<file path="config.mk">
export PLATFORM = sky130hd
export DESIGN_NAME = tcp_udp_checksum_top
export DESIGN_NICKNAME = d
export VERILOG_FILES = /design/src/sv/tuc_pkg.sv /design/src/sv/tuc_front.sv /design/src/sv/tuc_queue.sv /design/src/sv/tuc_back.sv /design/src/sv/tcp_udp_checksum_top.sv
export VERILOG_INCLUDE_DIRS = /design/src /design/src/sv
export SDC_FILE = /design/constraint.sdc
export NUM_CORES = 1
export LEC_CHECK = 0
export BUFFER_PORTS_ARGS = -buffer_cell sky130_fd_sc_hd__buf_2
export CAP_MARGIN = 10
export CORE_ASPECT_RATIO = 0.7
export CORE_UTILIZATION = 55
export CTS_CLUSTER_SIZE = 40
export DETAILED_ROUTE_END_ITERATION = 8
export GPL_ROUTABILITY_DRIVEN = 0
export GPL_TIMING_DRIVEN = 0
export PLACE_DENSITY = 0.73
export SLEW_MARGIN = 0
export SYNTH_ARGS = -nofsm -noshare
export SYNTH_HDL_FRONTEND = slang
export SYNTH_SLANG_ARGS = --single-unit
</file>
<file path="constraint.sdc">
create_clock -name clk -period 13.2 [get_ports clk]
set_input_delay 0 -clock clk [delete_from_list [all_inputs] [get_ports clk]]
set_output_delay 0 -clock clk [all_outputs]
set_load 0.01 [all_outputs]
</file>
<file path="src/sv/assert_macros.svh">
// Assertion macros shared by the checksum RTL.
// Needs clk and arst_n in the scope of each use.
`ifndef ASSERT_MACROS_SVH
`define ASSERT_MACROS_SVH
`ifndef SYNTH
`define ASSERT_ALWAYS(lbl, expr, msg) \
	lbl: assert property (@(posedge clk) disable iff (!arst_n) (expr)) else $error(msg);
`define ASSERT_IMPLY(lbl, ante, cons, msg) \
	lbl: assert property (@(posedge clk) disable iff (!arst_n) (ante) |-> (cons)) \
		else $error(msg);
`else
`define ASSERT_ALWAYS(lbl, expr, msg)
`define ASSERT_IMPLY(lbl, ante, cons, msg)
`endif
`endif

</file>
<file path="src/sv/tuc_pkg.sv">
// Types and constants for the TCP/UDP checksum block.
// No dependencies; used by all checksum modules.
package tuc_pkg;

	localparam int QUEUE_DEPTH = 2;

	localparam int CFG_INDEX_W = 2;
	localparam logic [CFG_INDEX_W-1:0] REG_SOURCE_ADDRESS      = 2'd0;
	localparam logic [CFG_INDEX_W-1:0] REG_DESTINATION_ADDRESS = 2'd1;
	localparam logic [CFG_INDEX_W-1:0] REG_PROTOCOL_NUMBER     = 2'd2;

	localparam logic [7:0] PROTOCOL_RESET = 8'd6;

	typedef struct packed {
		logic [7:0] segment_byte;
		logic       final_byte;
	} in_word_t;

	typedef struct packed {
		logic [15:0] checksum_value;
		logic [15:0] segment_length;
	} out_word_t;

	// one completed 16-bit segment word, with length on the final one
	typedef struct packed {
		logic        valid;
		logic [15:0] word;
		logic        last;
		logic [15:0] len;
	} seg_entry_t;

	typedef struct packed {
		logic full;
		logic empty;
	} queue_stat_t;

endpackage

</file>
<file path="src/sv/tuc_front.sv">
// Front end: takes segment bytes, pairs them into big-endian words, counts length.
// Depends on tuc_pkg.
module tuc_front (
	input  logic                 clk,
	input  logic                 arst_n,
	input  logic                 in_valid,
	output logic                 in_ready,
	input  tuc_pkg::in_word_t    in_data,
	input  tuc_pkg::queue_stat_t qstat,
	output tuc_pkg::seg_entry_t  push
);
	import tuc_pkg::*;

	logic        odd_q;
	logic [7:0]  high_q;
	logic [15:0] count_q;
	logic [15:0] count_next;
	logic        accept;

	assign in_ready = !qstat.full;
	assign accept   = in_valid && in_ready;
	// length saturates at all ones
	assign count_next = (count_q == 16'hffff) ? count_q : count_q + 16'd1;

	always_comb begin
		push.valid = accept && (odd_q || in_data.final_byte);
		push.last  = in_data.final_byte;
		push.len   = count_next;
		if (odd_q) begin
			push.word = {high_q, in_data.segment_byte};
		end else begin
			// odd leftover byte, low byte padded with zero
			push.word = {in_data.segment_byte, 8'h00};
		end
	end

	always_ff @(posedge clk or negedge arst_n) begin
		if (!arst_n) begin
			odd_q   <= 1'b0;
			high_q  <= '0;
			count_q <= '0;
		end else if (accept) begin
			if (in_data.final_byte) begin
				odd_q   <= 1'b0;
				count_q <= '0;
			end else begin
				odd_q   <= !odd_q;
				count_q <= count_next;
			end
			if (!odd_q) begin
				high_q <= in_data.segment_byte;
			end
		end
	end

endmodule

</file>
<file path="src/sv/tuc_queue.sv">
// Short register queue of segment words between front and back.
// Depends on tuc_pkg.
module tuc_queue #(
	parameter int DEPTH = tuc_pkg::QUEUE_DEPTH
) (
	input  logic                 clk,
	input  logic                 arst_n,
	input  tuc_pkg::seg_entry_t  push,
	input  logic                 pop,
	output tuc_pkg::seg_entry_t  head,
	output tuc_pkg::queue_stat_t qstat
);
	import tuc_pkg::*;

	localparam int PTR_W = (DEPTH > 1) ? $clog2(DEPTH) : 1;
	localparam int CNT_W = $clog2(DEPTH + 1);

	seg_entry_t       mem_q [DEPTH];
	logic [PTR_W-1:0] wr_ptr_q;
	logic [PTR_W-1:0] rd_ptr_q;
	logic [CNT_W-1:0] count_q;

	assign qstat.full  = (count_q == CNT_W'(DEPTH));
	assign qstat.empty = (count_q == '0);

	always_comb begin
		head       = mem_q[rd_ptr_q];
		head.valid = !qstat.empty;
	end

	always_ff @(posedge clk) begin
		if (push.valid) begin
			mem_q[wr_ptr_q] <= push;
		end
	end

	always_ff @(posedge clk or negedge arst_n) begin
		if (!arst_n) begin
			wr_ptr_q <= '0;
			rd_ptr_q <= '0;
			count_q  <= '0;
		end else begin
			if (push.valid) begin
				wr_ptr_q <= (wr_ptr_q == PTR_W'(DEPTH - 1)) ? '0 : wr_ptr_q + 1'b1;
			end
			if (pop) begin
				rd_ptr_q <= (rd_ptr_q == PTR_W'(DEPTH - 1)) ? '0 : rd_ptr_q + 1'b1;
			end
			if (push.valid && !pop) begin
				count_q <= count_q + 1'b1;
			end else if (pop && !push.valid) begin
				count_q <= count_q - 1'b1;
			end
		end
	end

endmodule

</file>
<file path="src/sv/tuc_back.sv">
// Back end: ones' complement running sum, pseudo header and result register.
// Holds the configuration registers. Depends on tuc_pkg.
module tuc_back (
	input  logic                                clk,
	input  logic                                arst_n,
	input  tuc_pkg::seg_entry_t                 head,
	output logic                                pop,
	input  logic                                cfg_we,
	input  logic [tuc_pkg::CFG_INDEX_W-1:0]     cfg_index,
	input  logic [31:0]                         cfg_data,
	output logic                                out_valid,
	input  logic                                out_ready,
	output tuc_pkg::out_word_t                  out_data
);
	import tuc_pkg::*;

	logic [31:0] src_q;
	logic [31:0] dst_q;
	logic [7:0]  proto_q;
	logic [15:0] ph_sum_q;
	logic [18:0] ph_raw;
	logic [16:0] ph_f1;

	logic [15:0] run_q;
	logic [16:0] run_raw;
	logic [16:0] run_f1;

	logic        s1_valid_q;
	logic [16:0] part_s1;
	logic [16:0] lenph_s1;
	logic [15:0] len_s1;
	logic [17:0] tot_raw;
	logic [16:0] tot_f1;
	logic [15:0] tot_f2;

	logic out_free;
	logic s1_free;

	always_ff @(posedge clk or negedge arst_n) begin
		if (!arst_n) begin
			src_q   <= '0;
			dst_q   <= '0;
			proto_q <= PROTOCOL_RESET;
		end else if (cfg_we) begin
			unique case (cfg_index)
				REG_SOURCE_ADDRESS:      src_q   <= cfg_data;
				REG_DESTINATION_ADDRESS: dst_q   <= cfg_data;
				REG_PROTOCOL_NUMBER:     proto_q <= cfg_data[7:0];
				default: ;
			endcase
		end
	end

	// address and protocol words, folded twice into a registered sum
	assign ph_raw = 19'(src_q[31:16]) + 19'(src_q[15:0]) + 19'(dst_q[31:16])
		+ 19'(dst_q[15:0]) + 19'(proto_q);
	assign ph_f1  = 17'(ph_raw[15:0]) + 17'(ph_raw[18:16]);

	always_ff @(posedge clk or negedge arst_n) begin
		if (!arst_n) begin
			ph_sum_q <= 16'(PROTOCOL_RESET);
		end else begin
			ph_sum_q <= ph_f1[15:0] + 16'(ph_f1[16]);
		end
	end

	assign out_free = !out_valid || out_ready;
	assign s1_free  = !s1_valid_q || out_free;
	assign pop      = head.valid && s1_free;

	assign run_raw = 17'(run_q) + 17'(head.word);
	assign run_f1  = 17'(run_raw[15:0]) + 17'(run_raw[16]);

	always_ff @(posedge clk or negedge arst_n) begin
		if (!arst_n) begin
			run_q      <= '0;
			s1_valid_q <= 1'b0;
		end else begin
			if (pop) begin
				run_q <= head.last ? 16'd0 : run_f1[15:0];
			end
			if (pop && head.last) begin
				s1_valid_q <= 1'b1;
			end else if (out_free) begin
				s1_valid_q <= 1'b0;
			end
		end
	end

	always_ff @(posedge clk) begin
		if (pop && head.last) begin
			part_s1  <= run_raw;
			lenph_s1 <= 17'(head.len) + 17'(ph_sum_q);
			len_s1   <= head.len;
		end
	end

	// two folds bring the 18-bit total back to 16 bits
	assign tot_raw = 18'(part_s1) + 18'(lenph_s1);
	assign tot_f1  = 17'(tot_raw[15:0]) + 17'(tot_raw[17:16]);
	assign tot_f2  = tot_f1[15:0] + 16'(tot_f1[16]);

	always_ff @(posedge clk or negedge arst_n) begin
		if (!arst_n) begin
			out_valid <= 1'b0;
		end else if (s1_valid_q && out_free) begin
			out_valid <= 1'b1;
		end else if (out_ready) begin
			out_valid <= 1'b0;
		end
	end

	always_ff @(posedge clk) begin
		if (s1_valid_q && out_free) begin
			out_data.checksum_value <= ~tot_f2;
			out_data.segment_length <= len_s1;
		end
	end

endmodule

</file>
<file path="src/sv/tcp_udp_checksum_top.sv">
// Top level of the TCP/UDP checksum with IPv4 pseudo header.
// Depends on tuc_pkg, tuc_front, tuc_queue, tuc_back, assert_macros.svh.
//
//   channel  signals                          word / use
//   in       in_valid in_ready in_data        one segment byte, final mark
//   out      out_valid out_ready out_data     checksum and segment length
//   cfg      cfg_we cfg_index cfg_data        register write, no wait
//
// One byte accepted per cycle while in_ready is high; the back end sums one
// 16-bit word per cycle while the sum stage is free. The final word is queued
// as the final byte is taken; the sum stage and the output register follow.
// in_ready drops only when the word queue is full; the queue fills while
// out_ready is held low and the back end holds the pending result.
// Reset clears all control state and sets protocol_number to 6.
`include "assert_macros.svh"
module tcp_udp_checksum_top #(
	parameter int QUEUE_DEPTH = tuc_pkg::QUEUE_DEPTH
) (
	input  logic                            clk,
	input  logic                            arst_n,
	input  logic                            in_valid,
	output logic                            in_ready,
	input  tuc_pkg::in_word_t               in_data,
	output logic                            out_valid,
	input  logic                            out_ready,
	output tuc_pkg::out_word_t              out_data,
	input  logic                            cfg_we,
	input  logic [tuc_pkg::CFG_INDEX_W-1:0] cfg_index,
	input  logic [31:0]                     cfg_data
);
	import tuc_pkg::*;

	seg_entry_t  push;
	seg_entry_t  head;
	queue_stat_t qstat;
	logic        pop;
	logic        final_take;

	assign final_take = in_valid && in_ready && in_data.final_byte;

	tuc_front u_front (
		.clk      (clk),
		.arst_n   (arst_n),
		.in_valid (in_valid),
		.in_ready (in_ready),
		.in_data  (in_data),
		.qstat    (qstat),
		.push     (push)
	);

	tuc_queue #(
		.DEPTH (QUEUE_DEPTH)
	) u_queue (
		.clk    (clk),
		.arst_n (arst_n),
		.push   (push),
		.pop    (pop),
		.head   (head),
		.qstat  (qstat)
	);

	tuc_back u_back (
		.clk       (clk),
		.arst_n    (arst_n),
		.head      (head),
		.pop       (pop),
		.cfg_we    (cfg_we),
		.cfg_index (cfg_index),
		.cfg_data  (cfg_data),
		.out_valid (out_valid),
		.out_ready (out_ready),
		.out_data  (out_data)
	);

	`ASSERT_ALWAYS(a_queue_no_overflow, !(push.valid && qstat.full), "push into full queue")
	`ASSERT_IMPLY(a_final_pushes, final_take, push.valid, "final byte lost")
	`ASSERT_IMPLY(a_out_from_queue, $rose(out_valid), $past(!qstat.empty, 2), "result without word")

endmodule
</file>
==> out/metrics.csv <==
stage,metric,value,unit
synth,register area share after synthesis,48.59,%
setup_path,CP max stage delay,0.52,ns
setup_path,critical path peak fanout,7,
setup_path,kind of critical path,flop to flop,
clocking,CTS max path bufs,3,
grt,initial antenna violation count,0,
hold_path,HP Class,primary input to async pin,
synth,"Async S/R FF share, synth",47.70,%
clocking,total CTS buffers,28,
setup_path,WP data required,13.65,ns
synth,Post-Syn Area,16110,sq um
clocking,H-tree depth,1,
die,full die area,29990,sq um
grt,grt total ovfl,0,
run,max-cap violations,0,
synth,synth warn,0,
timing,Final Cycle Share,67.15,%
route,drt drc,8,
synth,post-synthesis register bit count,283,
synth,cell with the most instances after synthesis,edfxtp_1,
synth,Post-Syn Instances,1370,
clocking,Worst-path clk slew,0.07,ns
timing,RSZ-0062 raised after global routing,false,
place,DP HPWL,25650,um
synth,Main synth FF type,edfxtp_1,
route,average wire per standard cell,17.86,um
setup_path,CP max stage cell,or3b_2,
route,via count,10890,
timing,final hold violation count,6,
die,I/O pin count,82,
timing,Worst slew margin,38.11,%
setup_path,Worst R2R Path Depth,38,
synth,Yosys top cell area share,27.59,%
synth,synth top area cells,"edfxtp_1, dfrtp_1, mux2_2",
route,DRT Wirelength,34530,um
final_layout,area grow syn2layout,15.01,%
synth,Post-synth EDFFs,148,
clocking,CTS tree,built,
route,first-pass iteration count of the detailed router,7,
timing,setup TNS,0,ns
clocking,total clock sinks,283,
die,DIE HEIGHT,145.2,um
grt,largest net degree at the start of global routing,74,
route,routed vias/inst,5.636,
die,core box area,28820,sq um
run_status,failing checks,"DRC, hold timing",
die,Core Rows,52,
timing,endpoints failing setup,0,
clocking,Worst-Skew Late Latency,0.57,ns
grt,first-pass GRT wire length,55290,um
run_status,status,"finished, violations left",
final_layout,NumNets Final,1715,
setup_path,startpoint types,flop,
synth,Cell variety after synth,77,
die,Die W,206.5,um
setup_path,CP Capture Type,flop,
timing,worst slew pin tran,0.9283,ns
timing,Worst Clk Skew,0.01818,ns
final_layout,layout cells sized above 1,18.14,%
synth,Synth Area per Inst,11.76,sq um
route,DRT iter0 DRCs,840,
clocking,Post-CTS Setup Bufs,0,
place,number of port buffers,81,
timing,fmax,112.8,MHz
timing,Slew Limit Fails,0,
synth,largest area contributor in the netlist,edfxtp_1,
die,Starting Density,55.89,%
route,Detail Route Antenna Nets,0,
timing,hold_ws,-0.01292,ns
setup_path,crit path DAT,9.31,ns
grt,Tot GR Track Use,23.55,%
grt,vias in the first global route,10410,
synth,Synth top cells by count,"edfxtp_1, dfrtp_1, mux2_2, ha_1, xnor2_1",
final_layout,FILL cells,2245,
synth,syn_nets,1552,
clocking,Root Driver,clkbuf_16,
timing,min cycle time layout,8.863,ns
final_layout,antenna cells,0,
## sequential cells by signal, indices dropped and copies added, names as in the netlist, 16 cells and up
| signal | flops |
|---|---|
| u_back.run_q | 16 |
| u_back.len_s1 | 16 |
| u_back.ph_sum_q | 16 |
| u_back.out_data | 32 |
| u_back.src_q | 32 |
| u_back.dst_q | 32 |
| u_queue.mem_q | 66 |
| u_back.lenph_s1 | 17 |
| u_back.part_s1 | 17 |
| u_front.count_q | 16 |
## logic make-up after synthesis
logic type | synth area share (%)
flip-flops | 48.59
XOR/XNOR | 6.742
AND/OR/NAND/NOR | 10.87
adder cells (fa/ha/maj) | 11.81
AO/OA/AOI/OAI | 10.68
buffers and inverters | 2.618
multiplexers | 8.692
## cell usage in the layout (no fill, tap or decap), drive strengths merged, types with 7 or more instances in the layout
| cell type | count |
|---|---|
| a31oi | 9 |
| clkbuf | 61 |
| nor3 | 32 |
| nor3b | 8 |
| and3 | 15 |
| a21o | 19 |
| o21ai | 51 |
| mux2 | 119 |
| or3 | 12 |
| o21bai | 14 |
| inv | 84 |
| nand4 | 12 |
| edfxtp | 148 |
| o21a | 14 |
| clkinv | 13 |
| dlygate4sd3 | 48 |
| a211oi | 11 |
| or2 | 7 |
| nor2b | 9 |
| fa | 30 |
| and2 | 14 |
| buf | 88 |
| xor2 | 39 |
| nand2 | 79 |
| dfrtp | 131 |
| a21oi | 52 |
| ha | 104 |
| a22o | 19 |
| o211ai | 12 |
| nand3 | 38 |
| nand2b | 15 |
| xnor2 | 85 |
| nor2 | 74 |
## routing by layer
layer | vias to the layer above | wire (um) | track usage, %
met2 | 267 | 14330 | 33.09
met3 | 44 | 1843 | 3.392
met5 | - | 0 | 0
met1 | 5239 | 17740 | 38.18
li1 | 5344 | - | -
met4 | 0 | 612 | 4.963
## cell type report
type | count | area [sq um] | area share (%)
multi-input combinational | 975 | 7881 | 42.54
sequential | 283 | 7828 | 42.25
timing repair buffer | 133 | 972.2 | 5.248
clock buffer | 35 | 789.5 | 4.262
tap | 378 | 473.0 | 2.553
inverter | 83 | 311.5 | 1.682
clock inverter | 17 | 161.4 | 0.8712
buffer | 29 | 110.1 | 0.5943
## path summary, 6_finish.rpt
check | from | to | slack, ns
max | u_back.src_q[0] | u_back.ph_sum_q[15] | 4.34
min | arst_n | u_back.dst_q[28] | -0.01
max reg2reg | u_back.src_q[0] | u_back.ph_sum_q[15] | 4.34
min reg2reg | u_back.len_s1[13] | u_back.out_data[13] | 0.42
max in group asynchronous | arst_n | u_back.proto_q[2] | 12.38
min in group clk | cfg_data[23] | u_back.dst_q[23] | 0.20
## per-stage QoR
stage	area, sq um	setup WS [ns]	util (%)	cells	hold slack (ns)
after floorplan	16110	5.877	-	1370	-0.2956
after global placement	16990	4.760	58.93	1829	0.2452
after detailed placement	17090	4.501	59.29	1832	0.03672
after CTS	18520	4.453	64.26	1932	0.01039
after global routing	18530	3.610	64.28	1933	0.05115
final	18530	4.337	64.28	1933	-0.01292
## critical path: cells and delay by family, from the launching register on
| kind | cells | cell delay (ns) |
|---|---|---|
| and+or+nand+nor | 13 | 2.73 |
| xor gates and xnor gates | 3 | 0.66 |
| DFF | 1 | 0.36 |
| AOI/OAI and AO/OA | 14 | 2.64 |
| buffers and inverters | 1 | 0.06 |
| adders and majority gates | 7 | 2.30 |
## what timing repair did
| action | 4_1_cts | 5_1_grt |
|---|---|---|
| resized for setup | 0 | 0 |
| hold buffers | 48 | 0 |
| endpoints found under the hold margin | 257 | 0 |
Power is left out: the tool's default activity adds up to more than one toggle a clock period on the data nets, which glitch-free logic cannot reach.
